<file path="src/rtl/mrpe_pkg.sv">
// shared types, codes and frame tables for the meter register poll engine
package mrpe_pkg;

  typedef enum logic [1:0] {
    OP_TICK  = 2'd0,
    OP_BYTE  = 2'd1,
    OP_CLEAR = 2'd2,
    OP_RESET = 2'd3
  } op_t;

  typedef enum logic [1:0] {
    KIND_TX      = 2'd0,
    KIND_MEAS    = 2'd1,
    KIND_ACK     = 2'd2,
    KIND_TIMEOUT = 2'd3
  } res_kind_t;

  typedef enum logic [1:0] {
    JOB_READ   = 2'd0,
    JOB_WRITE  = 2'd1,
    JOB_SINGLE = 2'd2
  } job_kind_t;

  localparam logic [2:0] Q_PF    = 3'd0;
  localparam logic [2:0] Q_POWER = 3'd3;
  localparam logic [2:0] Q_VAR   = 3'd4;
  localparam logic [2:0] Q_TEMP  = 3'd7;

  localparam logic [7:0]  SYNC_BYTE   = 8'hAA;
  localparam logic [7:0]  ACK_ALT     = 8'hAD;
  localparam logic [7:0]  READ_LEN    = 8'h04;
  localparam logic [7:0]  WRITE_LEN   = 8'h07;
  localparam logic [7:0]  CMD_SELECT  = 8'hA3;
  localparam logic [7:0]  CMD_READ3   = 8'hE3;
  localparam logic [7:0]  CMD_WRITE3  = 8'hD3;
  localparam logic [23:0] VAL_RESET   = 24'hBD0000;
  localparam logic [23:0] VAL_CLEAR   = 24'hEC0000;
  localparam logic [23:0] SIGN_LIMIT  = 24'h800000;
  localparam logic [7:0]  READ_BASE   = 8'(SYNC_BYTE + READ_LEN + CMD_SELECT + CMD_READ3);
  localparam logic [7:0]  WRITE_BASE  = 8'(SYNC_BYTE + WRITE_LEN + CMD_SELECT + CMD_WRITE3);

  localparam logic [15:0] POLL_RESET  = 16'd1000;
  localparam logic [9:0]  RTO_RESET   = 10'd200;
  localparam logic [9:0]  WTO_RESET   = 10'd100;

  localparam logic [3:0] LAST_READ  = 4'd6;
  localparam logic [3:0] LAST_WRITE = 4'd9;

  localparam logic [1:0] REG_POLL = 2'd0;
  localparam logic [1:0] REG_RTO  = 2'd1;
  localparam logic [1:0] REG_WTO  = 2'd2;

  typedef struct packed {
    logic [15:0] poll_interval_ms;
    logic [9:0]  read_timeout_ms;
    logic [9:0]  write_timeout_ms;
  } cfg_t;

  typedef struct packed {
    job_kind_t   jkind;
    res_kind_t   kind;
    logic [2:0]  quantity;
    logic        cmd_reset;
    logic [23:0] magnitude;
    logic        ready;
  } job_t;

  function automatic logic [15:0] reg_addr(input logic [2:0] q);
    logic [15:0] a;
    case (q)
      3'd0:    a = 16'h0048;
      3'd1:    a = 16'h0033;
      3'd2:    a = 16'h0036;
      3'd3:    a = 16'h0039;
      3'd4:    a = 16'h003C;
      3'd5:    a = 16'h0069;
      3'd6:    a = 16'h0042;
      default: a = 16'h0027;
    endcase
    return a;
  endfunction

  function automatic logic [7:0] read_byte(input logic [3:0] idx, input logic [2:0] q);
    logic [15:0] a;
    logic [7:0]  b;
    a = reg_addr(q);
    case (idx)
      4'd0:    b = SYNC_BYTE;
      4'd1:    b = READ_LEN;
      4'd2:    b = CMD_SELECT;
      4'd3:    b = a[7:0];
      4'd4:    b = a[15:8];
      4'd5:    b = CMD_READ3;
      default: b = 8'(8'd0 - 8'(READ_BASE + a[7:0] + a[15:8]));
    endcase
    return b;
  endfunction

  function automatic logic [7:0] write_byte(input logic [3:0] idx, input logic cmd_reset);
    logic [7:0] v2;
    logic [7:0] b;
    v2 = cmd_reset ? VAL_RESET[23:16] : VAL_CLEAR[23:16];
    case (idx)
      4'd0:    b = SYNC_BYTE;
      4'd1:    b = WRITE_LEN;
      4'd2:    b = CMD_SELECT;
      4'd5:    b = CMD_WRITE3;
      4'd6:    b = cmd_reset ? VAL_RESET[7:0] : VAL_CLEAR[7:0];
      4'd7:    b = cmd_reset ? VAL_RESET[15:8] : VAL_CLEAR[15:8];
      4'd8:    b = v2;
      4'd9:    b = 8'(8'd0 - 8'(WRITE_BASE + v2));
      default: b = 8'h00;
    endcase
    return b;
  endfunction

endpackage

</file>
<file path="src/rtl/meter_register_poll_engine_top.sv">
// top level: configuration registers, poll engine core and result output stage
//
// Each input item (millisecond tick, received byte or command request) is
// taken into an input register and resolved against the poll state,
// producing at most one job: a 7-byte read frame, a 10-byte write
// frame, or a single measurement or command-status item. The output stage
// sends one result item per cycle while out_tready does not stall it; an
// input that causes no result is still resolved in its turn. While a job
// is being sent, one further input item waits in the input register and
// the input stalls; that item is resolved in the cycle the job's last
// result leaves the job register, and a new item is taken at the same
// edge. A first result passes through the input register, the job
// register and the output register before it appears on the output.
// Configuration registers sit at byte addresses 0 (poll interval), 4 (read
// timeout) and 8 (write timeout).
module meter_register_poll_engine_top import mrpe_pkg::*; (
  input  logic        clk,
  input  logic        rst_n,
  input  logic        in_tvalid,
  output logic        in_tready,
  input  logic [1:0]  in_tuser,    // operation
  input  logic [7:0]  in_tdata,    // rx_byte
  output logic        out_tvalid,
  input  logic        out_tready,
  output logic [1:0]  out_tuser,   // kind
  output logic [39:0] out_tdata,   // tx_byte, quantity, magnitude, ready_res, zero pad
  output logic        out_tlast,
  input  logic        cfg_psel,
  input  logic        cfg_penable,
  input  logic        cfg_pwrite,
  input  logic [3:0]  cfg_paddr,
  input  logic [31:0] cfg_pwdata,
  output logic [31:0] cfg_prdata,
  output logic        cfg_pready
);

  cfg_t cfg_r;
  logic cfg_wr;
  logic job_valid;
  logic job_ready;
  job_t job;

  assign cfg_pready = 1'b1;
  assign cfg_wr     = cfg_psel && cfg_penable && cfg_pwrite && cfg_pready;

  always_ff @(posedge clk) begin
    if (!rst_n) begin
      cfg_r.poll_interval_ms <= POLL_RESET;
      cfg_r.read_timeout_ms  <= RTO_RESET;
      cfg_r.write_timeout_ms <= WTO_RESET;
    end else if (cfg_wr) begin
      case (cfg_paddr[3:2])
        REG_POLL: cfg_r.poll_interval_ms <= cfg_pwdata[15:0];
        REG_RTO:  cfg_r.read_timeout_ms  <= cfg_pwdata[9:0];
        REG_WTO:  cfg_r.write_timeout_ms <= cfg_pwdata[9:0];
        default: ;
      endcase
    end
  end

  always_comb begin
    case (cfg_paddr[3:2])
      REG_POLL: cfg_prdata = {16'd0, cfg_r.poll_interval_ms};
      REG_RTO:  cfg_prdata = {22'd0, cfg_r.read_timeout_ms};
      REG_WTO:  cfg_prdata = {22'd0, cfg_r.write_timeout_ms};
      default:  cfg_prdata = 32'd0;
    endcase
  end

  mrpe_core u_core (
    .clk       (clk),
    .rst_n     (rst_n),
    .in_tvalid (in_tvalid),
    .in_tready (in_tready),
    .in_tuser  (in_tuser),
    .in_tdata  (in_tdata),
    .cfg       (cfg_r),
    .job_valid (job_valid),
    .job       (job),
    .job_ready (job_ready)
  );

  mrpe_emit u_emit (
    .clk        (clk),
    .rst_n      (rst_n),
    .job_valid  (job_valid),
    .job        (job),
    .job_ready  (job_ready),
    .out_tvalid (out_tvalid),
    .out_tready (out_tready),
    .out_tuser  (out_tuser),
    .out_tdata  (out_tdata),
    .out_tlast  (out_tlast)
  );

endmodule

</file>
<file path="src/rtl/mrpe_core.sv">
// input register, poll and command state, and result job generation
module mrpe_core import mrpe_pkg::*; (
  input  logic        clk,
  input  logic        rst_n,
  input  logic        in_tvalid,
  output logic        in_tready,
  input  logic [1:0]  in_tuser,   // operation
  input  logic [7:0]  in_tdata,   // rx_byte
  input  cfg_t        cfg,
  output logic        job_valid,
  output job_t        job,
  input  logic        job_ready
);

  typedef enum logic [1:0] {
    PH_IDLE  = 2'd0,
    PH_READ  = 2'd1,
    PH_WRITE = 2'd2
  } phase_t;

  logic        in_valid_r;
  op_t         in_op_r;
  logic [7:0]  in_byte_r;

  logic [2:0]  poll_index_r, poll_index_nxt;
  logic [15:0] since_r, since_nxt;
  phase_t      phase_r, phase_nxt;
  logic [9:0]  wait_r, wait_nxt;
  logic [7:0]  reply_hdr_r;
  logic [23:0] reply_val_r;
  logic [2:0]  reply_count_r, reply_count_nxt;
  logic [7:0]  reply_sum_r, reply_sum_nxt;
  logic        ready_flag_r, ready_flag_nxt;
  logic        reset_pending_r, reset_pending_nxt;

  logic        fire;
  logic [15:0] since_inc;
  logic [9:0]  wait_inc;
  logic        end_read;
  logic        finish;
  res_kind_t   finish_kind;
  logic [23:0] fold_val;

  assign fire      = in_valid_r && job_ready;
  assign in_tready = !in_valid_r || job_ready;
  assign since_inc = (since_r != 16'hFFFF) ? 16'(since_r + 16'd1) : since_r;
  assign wait_inc  = 10'(wait_r + 10'd1);

  always_comb begin
    fold_val = reply_val_r;
    if ((poll_index_r inside {Q_PF, Q_POWER, Q_VAR}) && (reply_val_r >= SIGN_LIMIT)) begin
      fold_val = 24'(24'd0 - reply_val_r);
    end
  end

  always_comb begin
    poll_index_nxt    = poll_index_r;
    since_nxt         = since_r;
    phase_nxt         = phase_r;
    wait_nxt          = wait_r;
    reply_count_nxt   = reply_count_r;
    reply_sum_nxt     = reply_sum_r;
    ready_flag_nxt    = ready_flag_r;
    reset_pending_nxt = reset_pending_r;
    end_read          = 1'b0;
    finish            = 1'b0;
    finish_kind       = KIND_ACK;
    job_valid         = 1'b0;
    job.jkind         = JOB_SINGLE;
    job.kind          = KIND_TX;
    job.quantity      = 3'd0;
    job.cmd_reset     = 1'b0;
    job.magnitude     = 24'd0;

    case (in_op_r)
      OP_TICK: begin
        case (phase_r)
          PH_READ: begin
            wait_nxt = wait_inc;
            if (wait_inc >= cfg.read_timeout_ms) end_read = 1'b1;
          end
          PH_WRITE: begin
            since_nxt = since_inc;
            wait_nxt  = wait_inc;
            if (wait_inc >= cfg.write_timeout_ms) begin
              finish      = 1'b1;
              finish_kind = KIND_TIMEOUT;
            end
          end
          default: begin
            since_nxt = since_inc;
            if (since_inc >= cfg.poll_interval_ms) begin
              job_valid       = 1'b1;
              job.jkind       = JOB_READ;
              job.quantity    = poll_index_r;
              phase_nxt       = PH_READ;
              wait_nxt        = 10'd0;
              reply_count_nxt = 3'd0;
              reply_sum_nxt   = 8'd0;
            end
          end
        endcase
      end
      OP_BYTE: begin
        case (phase_r)
          PH_READ: begin
            if (reply_count_r < 3'd5) begin
              reply_sum_nxt   = 8'(reply_sum_r + in_byte_r);
              reply_count_nxt = 3'(reply_count_r + 3'd1);
            end else begin
              if (reply_hdr_r == SYNC_BYTE && 8'(8'd0 - reply_sum_r) == in_byte_r) begin
                if (poll_index_r == Q_TEMP) ready_flag_nxt = 1'b1;
                poll_index_nxt = 3'(poll_index_r + 3'd1);
                job_valid      = 1'b1;
                job.jkind      = JOB_SINGLE;
                job.kind       = KIND_MEAS;
                job.quantity   = poll_index_r;
                job.magnitude  = fold_val;
              end
              end_read = 1'b1;
            end
          end
          PH_WRITE: begin
            if (in_byte_r == SYNC_BYTE || in_byte_r == ACK_ALT) begin
              finish      = 1'b1;
              finish_kind = KIND_ACK;
            end
          end
          default: ;
        endcase
      end
      default: begin
        if (phase_r != PH_READ && phase_r != PH_WRITE) begin
          reset_pending_nxt = (in_op_r == OP_RESET);
          job_valid         = 1'b1;
          job.jkind         = JOB_WRITE;
          job.cmd_reset     = (in_op_r == OP_RESET);
          phase_nxt         = PH_WRITE;
          wait_nxt          = 10'd0;
        end
      end
    endcase

    if (end_read) begin
      phase_nxt       = PH_IDLE;
      wait_nxt        = 10'd0;
      since_nxt       = 16'd0;
      reply_count_nxt = 3'd0;
      reply_sum_nxt   = 8'd0;
    end

    if (finish) begin
      job_valid = 1'b1;
      job.jkind = JOB_SINGLE;
      job.kind  = finish_kind;
      phase_nxt = PH_IDLE;
      wait_nxt  = 10'd0;
      if (reset_pending_r) begin
        reset_pending_nxt = 1'b0;
        poll_index_nxt    = 3'd0;
        ready_flag_nxt    = 1'b0;
        since_nxt         = 16'hFFFF;
      end
    end

    job.ready = ready_flag_nxt;
    job_valid = job_valid && fire;
  end

  always_ff @(posedge clk) begin
    if (!rst_n) begin
      in_valid_r      <= 1'b0;
      poll_index_r    <= 3'd0;
      since_r         <= 16'd0;
      phase_r         <= PH_IDLE;
      wait_r          <= 10'd0;
      reply_count_r   <= 3'd0;
      reply_sum_r     <= 8'd0;
      ready_flag_r    <= 1'b0;
      reset_pending_r <= 1'b0;
    end else begin
      if (in_tvalid && in_tready) begin
        in_valid_r <= 1'b1;
      end else if (fire) begin
        in_valid_r <= 1'b0;
      end
      if (fire) begin
        poll_index_r    <= poll_index_nxt;
        since_r         <= since_nxt;
        phase_r         <= phase_nxt;
        wait_r          <= wait_nxt;
        reply_count_r   <= reply_count_nxt;
        reply_sum_r     <= reply_sum_nxt;
        ready_flag_r    <= ready_flag_nxt;
        reset_pending_r <= reset_pending_nxt;
      end
    end
  end

  // input data register and reply payload bytes, kept only where later checks need them
  always_ff @(posedge clk) begin
    if (in_tvalid && in_tready) begin
      in_op_r   <= op_t'(in_tuser);
      in_byte_r <= in_tdata;
    end
    if (fire && in_op_r == OP_BYTE && phase_r == PH_READ) begin
      case (reply_count_r)
        3'd0:    reply_hdr_r        <= in_byte_r;
        3'd2:    reply_val_r[7:0]   <= in_byte_r;
        3'd3:    reply_val_r[15:8]  <= in_byte_r;
        3'd4:    reply_val_r[23:16] <= in_byte_r;
        default: ;
      endcase
    end
  end

endmodule

</file>
<file path="src/rtl/mrpe_emit.sv">
// job register and output stage that sends frames one byte per item
module mrpe_emit import mrpe_pkg::*; (
  input  logic        clk,
  input  logic        rst_n,
  input  logic        job_valid,
  input  job_t        job,
  output logic        job_ready,
  output logic        out_tvalid,
  input  logic        out_tready,
  output logic [1:0]  out_tuser,  // kind
  output logic [39:0] out_tdata,  // tx_byte, quantity, magnitude, ready_res, zero pad
  output logic        out_tlast
);

  logic        job_valid_r;
  job_t        job_r;
  logic [3:0]  idx_r;
  logic [3:0]  last_idx;
  logic        emit;
  logic        done;
  logic [7:0]  tx_byte;

  logic        out_valid_r;
  res_kind_t   out_kind_r;
  logic [7:0]  out_tx_r;
  logic [2:0]  out_q_r;
  logic [23:0] out_mag_r;
  logic        out_ready_r;
  logic        out_last_r;

  always_comb begin
    case (job_r.jkind)
      JOB_READ:  last_idx = LAST_READ;
      JOB_WRITE: last_idx = LAST_WRITE;
      default:   last_idx = 4'd0;
    endcase
    case (job_r.jkind)
      JOB_READ:  tx_byte = read_byte(idx_r, job_r.quantity);
      JOB_WRITE: tx_byte = write_byte(idx_r, job_r.cmd_reset);
      default:   tx_byte = 8'h00;
    endcase
  end

  assign emit      = job_valid_r && (!out_valid_r || out_tready);
  assign done      = emit && (idx_r == last_idx);
  assign job_ready = !job_valid_r || done;

  always_ff @(posedge clk) begin
    if (!rst_n) begin
      job_valid_r <= 1'b0;
      idx_r       <= 4'd0;
      out_valid_r <= 1'b0;
    end else begin
      if (job_ready) begin
        job_valid_r <= job_valid;
        idx_r       <= 4'd0;
      end else if (emit) begin
        idx_r <= 4'(idx_r + 4'd1);
      end
      if (emit) begin
        out_valid_r <= 1'b1;
      end else if (out_tready) begin
        out_valid_r <= 1'b0;
      end
    end
  end

  always_ff @(posedge clk) begin
    if (job_ready && job_valid) job_r <= job;
    if (emit) begin
      out_last_r  <= (idx_r == last_idx);
      out_ready_r <= job_r.ready;
      if (job_r.jkind == JOB_SINGLE) begin
        out_kind_r <= job_r.kind;
        out_tx_r   <= 8'h00;
        out_q_r    <= job_r.quantity;
        out_mag_r  <= job_r.magnitude;
      end else begin
        out_kind_r <= KIND_TX;
        out_tx_r   <= tx_byte;
        out_q_r    <= 3'd0;
        out_mag_r  <= 24'd0;
      end
    end
  end

  assign out_tvalid = out_valid_r;
  assign out_tuser  = out_kind_r;
  assign out_tdata  = {4'b0000, out_ready_r, out_mag_r, out_q_r, out_tx_r};
  assign out_tlast  = out_last_r;

endmodule
</file>
<file path="config.mk">
export PLATFORM = sky130hd
export DESIGN_NAME = meter_register_poll_engine_top
export DESIGN_NICKNAME = d
export VERILOG_FILES = /design/src/rtl/mrpe_pkg.sv /design/src/rtl/meter_register_poll_engine_top.sv /design/src/rtl/mrpe_core.sv /design/src/rtl/mrpe_emit.sv
export SDC_FILE = /design/constraint.sdc
export NUM_CORES = 1
export LEC_CHECK = 0
export BUFFER_PORTS_ARGS = -buffer_cell sky130_fd_sc_hd__buf_2
export CORE_MARGIN = 8
export CORE_UTILIZATION = 53
export DETAILED_ROUTE_END_ITERATION = 8
export PLACE_DENSITY = 0.75
export SYNTH_ARGS = -nofsm -noshare
export SYNTH_HDL_FRONTEND = slang
export SYNTH_SLANG_ARGS = --single-unit
</file>
<file path="constraint.sdc">
create_clock -name clk -period 4.55 [get_ports clk]
set_clock_uncertainty 0.05 [all_clocks]
set_input_delay 0 -clock clk [delete_from_list [all_inputs] [get_ports clk]]
set_output_delay 0 -clock clk [all_outputs]
set_load 0.005 [all_outputs]
</file>
# --- After elaboration in Yosys (flattened, before gate mapping) ---
# Cells that the tools add are included.
word_totals:
  regBits: 201
  out_inout_bits: 78
  in_bits: 53
classes:
  n_lt_le_gt_ge: 5
  reduce_logical: 47
  add_sub_neg: 13
  bitwise: 5
  n_eq_ne: 43
  mux: 93
op_table:
  columns: ["operator", "count"]
  rows:
  - ["$mux 16", 7]
  - ["$pmux 8 s6", 2]
  - ["$mux 10", 5]
  - ["$pmux 7 s7", 1]
  - ["$pmux 16 s3", 1]
  - ["$mux 8", 5]
  - ["$mux 3", 13]
  - ["$pmux 8 s2", 2]
  - ["$mux 1", 31]
  - ["$eq 8x8->1 const B", 3]
  - ["$ge 24x24->1 const B", 1]
  - ["$mux 2", 12]
  - ["$mux 24", 1]
  - ["$sub 1x24->24 const A", 1]
  - ["$sub 1x8->8 const A", 3]
  - ["$mux 7", 3]
  - ["$ge 10x10->1", 2]
  - ["$pmux 10 s2", 1]
  - ["$eq 3x3->1 const B", 6]
  - ["$add 16x1->16 const B", 1]
  - ["$add 6x8->8 const A", 2]
  - ["$add 8x8->8", 2]
  - ["$ge 16x16->1", 1]
  - ["$ne 16x16->1 const B", 1]
  - ["other kinds (43)", 99]

# --- Longest topological paths before layout ---
# Gate-level depths: netlist of run 1.
logic_depth:
  depth_word: 10
  ltp_mapped: 15
  ltp_nobuf: 14

# --- By module ---
# A second synthesis of run 1 with hierarchy kept.
unflattened:
  cells_unflattened: 1192
  area_unflattened_um2: 11476.0
by_module_without_submodules:
  columns: ["mod", "area_per_inst_um2", "cells_per_inst", "n_inst", "seq_area_each_um2"]
  rows:
  - ["mrpe_core", 6221.0, 734, 1, 2162.1]
  - ["mrpe_emit", 3437.0, 241, 1, 2282.2]
  - ["meter_register_poll_engine_top", 1818.0, 217, 1, 720.7]

# --- Worst setup path after synthesis of run 1 ---
# No wires, ideal clock.
synth_path:
  kind: "reg2reg"
  from: "reg u_core.wait_r[0]"
  to: "reg u_emit.job_r[0] (netlist bit) (enable)"
  stages_incl_launch_ff: 14
  arrival_ns: 4.051
  path_slack_ns: 0.015
  path_cell_list: "dfxtp_1 -> ha_1 -> nand3_1 -> inv_1 -> nand3_1 -> and2_1 -> or2_2 -> ha_1 -> nand4_1 -> o31ai_1 -> o31a_1 -> buf_2 -> a21oi_1 -> a21oi_1"
synth_via:
  elab_chain_len: 8
synth_lines:
  columns: ["item", "line", "rtl"]
  rows:
  - ["start, declared", "mrpe_core.sv:28", "logic [9:0] wait_r, wait_nxt;"]
  - ["start signal, assigned", "mrpe_core.sv:191", "wait_r <= wait_nxt;"]
  - ["$add 10x1->10", "mrpe_core.sv:47", "assign wait_inc = 10'(wait_r + 10'd1);"]
  - ["$ge 10x10->1", "mrpe_core.sv:85", "if (wait_inc >= cfg.write_timeout_ms) begin"]
  - ["$mux 1", "mrpe_core.sv:85", null]
  - ["$mux 1", "mrpe_core.sv:77", "case (phase_r)"]
  - ["$pmux 1 s2", "mrpe_core.sv:75", "case (in_op_r)"]
  - ["$mux 1", "mrpe_core.sv:152", "if (finish) begin"]
  - ["$logic_and 1x1->1", "mrpe_core.sv:167", "job_valid = job_valid && fire;"]
  - ["$logic_and 1x1->1", "mrpe_emit.sv:69", "if (job_ready && job_valid) job_r <= job;"]
  - ["end signal, assigned", "mrpe_emit.sv:69", null]
  - ["end, declared", "mrpe_emit.sv:16", "job_t job_r;"]
# No other way between the ends.
# A chain may end at the register's enable or synchronous reset.

# --- Worst setup path in the final report of run 1 ---
layout_path:
  from: "reg u_core.since_r[0]"
  to: "reg u_core.wait_r[1]"
layout_via:
  elab_chain_len: 5
  word_cells_on_any_way: 6
  classes_between: "1 x add/sub; 1 x order compare; 2 x eq/ne; 1 x mux; 1 x reduce/logical"
layout_lines:
  columns: ["item", "line", "rtl"]
  rows:
  - ["start, declared", "mrpe_core.sv:26", "logic [15:0] since_r, since_nxt;"]
  - ["start signal, assigned", "mrpe_core.sv:189", "since_r <= since_nxt;"]
  - ["$add 16x1->16 or $ne 16x16->1 (tied branches)", "mrpe_core.sv:46", "assign since_inc = (since_r != 16'hFFFF) ? 16'(since_r + 16'd1) : since_r;"]
  - ["$mux 16 *", "mrpe_core.sv:46", null]
  - ["$ge 16x16->1 *", "mrpe_core.sv:92", "if (since_inc >= cfg.poll_interval_ms) begin"]
  - ["$ne 5x2->1 (no source line) *", null, null]
  - ["$reduce_and 4->1 (no source line) *", null, null]
# Mark *: on every way between the ends. The rest lies on a longest branch, timed or not.

==> impl_metrics.py, run 1 <==
metrics = {
    "clock_network": {
        "root_buffer": "clkbuf_16",
        "clk_pin_slew_worst_paths_ns": 0.06,
        "clock_latency_ns": 0.50,
        "postCtsResizedCells": 0,
        "cts_max_path_buffers": 3,
        "htreeDepth": 1,
        "cts_buffers": 22,
        "clock_sinks": 201,
        "cts_tree": "done",
    },
    "yosys": {
        "avgSynthCellArea_um2": 9.58,
        "ys_seq_elements": 201,
        "ys_top_cells_by_area": "edfxtp_1 (31%), dfxtp_1 (16%), ha_1 (7.5%)",
        "syn_area_mm2": 0.0110,
        "yosysWarningCount": 0,
        "synth_ff_type": "edfxtp_1",
        "yosys.area.top_type_share_pct": 31.0,
        "synth_edf_count": 114,
        "yosysSeqAreaShare_pct": 46.8,
        "syn_inst": 1152,
        "synth_largest_area_cell": "edfxtp_1",
        "ys_types": 83,
        "synthArstFlopShare_pct": 0,
    },
    "place": {
        "port_buffers": 91,
        "gp_congestion": 0.855,
        "hpwl_um": 16400,
        "dp_cells": 1469,
        "dp_slack_ns": 0.331,
    },
    "detailed_routing": {
        "ant_nets": 0,
        "first_iter_violations": 476,
        "drt-pass1-iter-count": 7,
        "route.detailed.drc": 0,
        "vias_per_cell": 5.46,
        "vias": 8393,
        "wire_per_inst_um": 15.1,
        "wirelength_um": 23200,
    },
    "global_route": {
        "overflow": 0,
        "grt_pass1_vias": 8141,
        "antenna_found_initial": 0,
        "grt_use_total_pct": 17.7,
        "grt_pass1_wl_um": 38900,
        "grt_max_degree": 48,
    },
    "finish": {
        "drive_above_1_share_pct": 13.1,
        "fill_cells": 1694,
        "syn2layout_area_growth_pct": 14.5,
        "final_nets": 1372,
        "layout_commonest_cell": "nand2_1",
        "final_cell_mix": "nand2_1 (143), edfxtp_1 (114), nor2_1 (104)",
        "diodes": 0,
        "finalNonFillerCells": 1538,
    },
    "floorplanning": {
        "io_pins": 131,
        "die_w_um": 160,
        "die_area_mm2": 0.0257,
        "dieHeight_um": 160,
        "coreArea_mm2": 0.0204,
        "row_count": 52,
        "start_util_pct": 54.2,
    },
    "timing": {
        "hold_violations": 0,
        "min_period_ns": 3.94,
        "max_slew_margin_pct": 20.3,
        "setup_viol": 0,
        "tightest_slew_ns": 1.19,
        "setup_slack_ns": 0.612,
        "rsz0062_at_grt": "no",
        "fmax_ghz": 0.254,
        "slew_violations": 0,
        "setup_tns_ns": 0,
        "timing.final.crit_share_pct": 86.5,
    },
    "worst_setup_path": {
        "critPathMaxFanout": 10,
        "reg2reg_setup_slack_ns": 0.61,
        "critPathSlowestCell": "a2111oi_0",
        "crit_chain": "ha_1 -> nand2_1 -> nor3_1 -> nand2_1 -> mux2_2 -> ha_1 -> o211ai_1 -> a21oi_1 -> a2111oi_0 -> o21ai_0 -> o21ai_0 -> a31oi_4 -> mux2i_1",
        "crit_path_end_kind": "flop",
        "start_kind": "flop",
        "cp.arrival_ns": 4.25,
        "critPathRequiredTime_ns": 4.86,
        "slowest_delay_ns": 0.48,
        "worstSetupPathType": "flop to flop",
    },
    "power": {
        "total_power_w": 0.00394,
        "p_leak_nw": 4.98,
        "pwr_density_cell_mw_per_mm2": 312,
        "ir_worst_vdd_mv": 0.212,
    },
    "run_status": {
        "status": "completed",
    },
    "min_path": {
        "hold_path.class": "input port to flop",
    },
    "run": {
        "cap_violations": 0,
    },
}
cells by family after synthesis:
logic type | after synthesis | synth area share (%)
buffers and inverters | 136 | 5.60
AO/OA/AOI/OAI | 246 | 14.4
flip-flops | 201 | 46.8
XOR/XNOR | 56 | 4.44
multiplexers | 31 | 2.82
other | 2 | 0.0681
adder cells (fa/ha/maj) | 67 | 7.66
AND/OR/NAND/NOR | 413 | 18.2
stage by stage:
step	util [%]	area [um2]	hold WS (ns)
2_1_floorplan	-	11100	0.0489
3_3_place_gp	57.1	11600	0.128
3_5_place_dp	57.1	11600	0.128
4_1_cts	62.0	12600	0.0147
5_1_grt	62.1	12600	0.0458
6_report	62.1	12600	0.0242
flip-flops by register name, summed over array words and instances (netlist names), 10 cells and up:
signal              count
u_core.reply_val_r     24
u_core.wait_r          10
u_emit.out_mag_r       24
cfg_r                  36
u_core.since_r         16
u_emit.job_r           33
cells in the mapped netlist (8+ instances only):
cell type and number:
o21ai_1 10, a21oi_1 83, o21ai_0 50, o21a_1 8
nand3_1 26, xor2_1 23, buf_4 23, o211ai_1 17
a22oi_1 17, nand2_1 143, xnor2_1 33, edfxtp_1 114
nand2b_1 11, nor3_1 21, ha_1 66, nand4_1 8
dfxtp_1 87, nor2_1 104, and2_1 40, nor2b_1 8
buf_2 10, or2_2 8, clkbuf_1 36, and3_1 9
a31oi_1 9, inv_1 60, mux2i_1 30
timing repair:
| action | in CTS | in global routing |
|---|---|---|
| hold buffers | 28 | 0 |
| setup endpoints to repair | 0 | 11 |
| buffers inserted | 0 | 1 |
| endpoints found under the hold margin | 48 | 0 |
cell type report:
class	count	area [um2]	area share [%]
Inverter	64	240	1.90
Clock inverter	10	97.6	0.772
Sequential cell	201	5160	40.9
Multi-Input combinational cell	834	5350	42.4
Clock buffer	30	622	4.92
Tap cell	270	338	2.67
Timing Repair Buffer	129	823	6.51
path summary, 6_finish.rpt:
check,startpoint,to,cells after the start
max,u_core.since_r[0]$_SDFFE_PN0P_,u_core.wait_r[1]$_SDFFE_PN0P_,13
min,rst_n,cfg_r[2]$_SDFFE_PN1P_,3
max reg2reg,u_core.since_r[0]$_SDFFE_PN0P_,u_core.wait_r[1]$_SDFFE_PN0P_,13
min reg2reg,u_emit.job_r[0]$_DFFE_PP_,u_emit.out_ready_r$_DFFE_PP_,0
critical path, delay by kind of cell, from the launching register on:
family,cells,cell delay [ns]
compound gates,6,1.67
fa+ha+maj,2,0.48
flops,1,0.40
mux,2,0.53
simple gates,3,0.68
power breakdown:
part,internal (W),leakage (nW),switching (W)
Clock,0.00107,0.352,0.000679
Combinational,0.0000903,2.83,0.000135
Sequential,0.00195,1.80,0.0000283
Total,0.00310,4.98,0.000843
metal layers:
metal / GRT usage [%] / wire length [um]
met5: 0 / 0
met4: 6.24 / 707
met3: 3.25 / 1370
met2: 30.3 / 10900
met1: 22.1 / 10200
Power figures use the tool's default switching activity.
==> run 2: changes to the inputs <==
==> constraint.sdc (replaced) <==
create_clock -name clk -period 4.55 [get_ports clk]
set_clock_uncertainty 0.05 [all_clocks]
set_input_delay 0.6825 -clock clk [delete_from_list [all_inputs] [get_ports clk]]
set_output_delay 0.6825 -clock clk [all_outputs]
set_load 0.005 [all_outputs]
==> run 2 against run 1 <==
Net effect: non-clock buffer count decreased by 29; clock power about the same; worst hold slack improved by 0.29 ns; critical endpoint is now u_core.reply_sum_r[0]$_SDFFE_PN0P_; sequential share of layout area rose by 0.96 points.
==> impl_metrics.py, run 2 (synthesized netlist as in run 1, its figures left out) <==
metrics = {
    "timing": {
        "max_slew_margin_pct": 22.3,
        "timing.final.crit_share_pct": 87.8,
        "whs_ns": 0.314,
        "min_period_ns": 3.99,
        "rsz0062_at_grt": "no",
        "setup_viol": 0,
        "tightest_slew_ns": 1.16,
        "setup_tns_ns": 0,
        "slew_violations": 0,
        "hold_violations": 0,
        "fmax_ghz": 0.250,
    },
    "finish": {
        "regArea_mm2": 0.00516,
        "multi_input_area_mm2": 0.00535,
        "finalNonFillerCells": 1509,
        "drive_above_1_share_pct": 13.7,
        "final_cell_mix": "nand2_1 (143), edfxtp_1 (114), nor2_1 (104)",
        "syn2layout_area_growth_pct": 11.9,
        "regMostFlops": "cfg_r",
        "largest_reg_flops": 36,
        "diodes": 0,
        "reg_top3": "cfg_r (36), u_emit.job_r (33)",
        "fill_cells": 1744,
        "layout_commonest_cell": "nand2_1",
        "final_nets": 1343,
    },
    "run": {
        "cap_violations": 0,
    },
    "power": {
        "p_leak_nw": 4.86,
        "ir_worst_vdd_mv": 0.206,
        "pwr_density_cell_mw_per_mm2": 316,
    },
    "worst_setup_path": {
        "critPathMaxFanout": 11,
        "start_kind": "flop",
        "worstSetupPathType": "flop to flop",
        "r2r-start": "u_core.since_r[0]$_SDFFE_PN0P_",
        "reg2reg_setup_slack_ns": 0.56,
        "crit_path_end_kind": "flop",
        "slowest_delay_ns": 0.46,
        "crit_chain": "ha_1 -> nand2_1 -> nor3_1 -> a21oi_1 -> and3_1 -> xor2_1 -> ha_1 -> nand2_1 -> nor2_1 -> o211ai_1 -> o21ai_0 -> a311oi_2 -> a2111oi_4 -> buf_12 -> mux2i_1",
        "critPathRequiredTime_ns": 4.91,
        "r2r_cells": 15,
        "r2r-end": "u_core.reply_sum_r[0]$_SDFFE_PN0P_",
        "cp.arrival_ns": 4.36,
        "critPathSlowestCell": "o21ai_0",
    },
    "global_route": {
        "grt_pass1_vias": 7809,
        "overflow": 0,
        "grt_use_total_pct": 17.3,
        "grt_pass1_wl_um": 38100,
        "grt_max_degree": 48,
        "antenna_found_initial": 0,
    },
    "floorplanning": {
        "die_w_um": 160,
        "io_pins": 131,
        "start_util_pct": 54.2,
        "row_count": 52,
        "coreArea_mm2": 0.0204,
        "dieHeight_um": 160,
        "die_area_mm2": 0.0257,
    },
    "clock_network": {
        "cts_buffers": 22,
        "cts_tree": "done",
        "cts_max_path_buffers": 3,
        "postCtsResizedCells": 0,
        "clock_sinks": 201,
        "root_buffer": "clkbuf_16",
        "htreeDepth": 1,
        "clock_latency_ns": 0.50,
        "clk_pin_slew_worst_paths_ns": 0.06,
    },
    "min_path": {
        "holdPathStages": 1,
        "hp-start": "in_tdata[0]",
        "hold_end": "u_core.in_byte_r[0]$_DFFE_PP_",
        "hold_path.class": "input port to flop",
    },
    "place": {
        "dp_cells": 1468,
        "gp_congestion": 0.844,
        "hpwl_um": 16300,
        "port_buffers": 91,
    },
    "detailed_routing": {
        "ant_nets": 0,
        "vias_per_cell": 5.46,
        "wire_per_inst_um": 15.0,
        "vias": 8238,
        "wirelength_um": 22600,
        "first_iter_violations": 332,
        "drt-pass1-iter-count": 4,
        "route.detailed.drc": 0,
    },
    "run_status": {
        "status": "completed",
    },
}
-- run 2: cell types whose count changed in the layout (fill, tap and decap cells not counted) --
cell,delta
dlygate4sd3_1,-28
clkinv_1,-4
clkinv_2,+4
clkbuf_8,+2
buf_4,-1
bufinv_16,-1
clkbuf_1,-1
clkinv_4,-1
clkinvlp_4,+1
-- run 2: area by class of cell --
class | count | area share (%)
clock buffers | 31 | 5.23
clock inverters | 9 | 0.578
inverters | 64 | 1.95
multi-input cells | 834 | 43.3
flip-flops and latches | 201 | 41.8
well taps | 270 | 2.74
repair buffers | 100 | 4.34
-- run 2: repair_timing --
item,in CTS,in global routing
setup endpoints to repair,0,11
buffers inserted,0,1
hold buffers,0,0
-- run 2: critical path, delay by kind of cell, from the launching register on --
family                   cells  cell delay (ns)
AO/OA/AOI/OAI                5             1.47
multiplexers                 1             0.18
XOR/XNOR                     1             0.16
flip-flops                   1             0.41
AND/OR/NAND/NOR              5             0.90
adder cells (fa/ha/maj)      2             0.51
buffers and inverters        1             0.20
-- run 2: worst max path at each step --
stage | slack [ns] | endpoint | startpoint | cells after the start
final | 0.56 | u_core.reply_sum_r[0]$_SDFFE_PN0P_ | u_core.since_r[0]$_SDFFE_PN0P_ | 15
after floorplan | 0.01 | u_emit.job_r[0]$_DFFE_PP_ | u_core.wait_r[0]$_SDFFE_PN0P_ | 13
after detailed placement | 0.32 | u_core.reply_count_r[0]$_SDFFE_PN0P_ | u_core.since_r[0]$_SDFFE_PN0P_ | 14
after global placement | 0.42 | u_core.reply_count_r[0]$_SDFFE_PN0P_ | u_core.since_r[3]$_SDFFE_PN0P_ | 13
after global routing | 0.23 | u_core.reply_sum_r[6]$_SDFFE_PN0P_ | u_core.since_r[3]$_SDFFE_PN0P_ | 14
after CTS | 0.28 | u_core.reply_count_r[0]$_SDFFE_PN0P_ | u_core.since_r[0]$_SDFFE_PN0P_ | 14
-- run 2: metal layers --
| metal | global-route usage, % | vias to the layer above | share of wire, % |
|---|---|---|---|
| met5 | 0 | - | 0 |
| met4 | 4.21 | 0 | 1.7 |
| met3 | 3.68 | 28 | 6.4 |
| met2 | 29.4 | 211 | 47 |
| met1 | 22.2 | 3811 | 45 |
| li1 | - | 4188 | - |
-- run 2: stage by stage --
step / power, W / cell area, um2 / util (%) / worst slack, ns
6_report: 0.00390 / 12300 / 60.6 / 0.555
5_1_grt: 0.00405 / 12300 / 60.6 / 0.227
4_1_cts: 0.00394 / 12300 / 60.5 / 0.282
3_5_place_dp: 0.00222 / 11600 / 57.0 / 0.322
3_3_place_gp: 0.00221 / 11600 / 57.0 / 0.415
2_1_floorplan: 0.00215 / 11100 / - / 0.0147
-- run 2: power by group --
part	internal, W	switching [W]	leakage (nW)
clock network	0.00104	0.000680	0.356
registers	0.00195	0.0000278	1.80
logic	0.0000745	0.000132	2.71
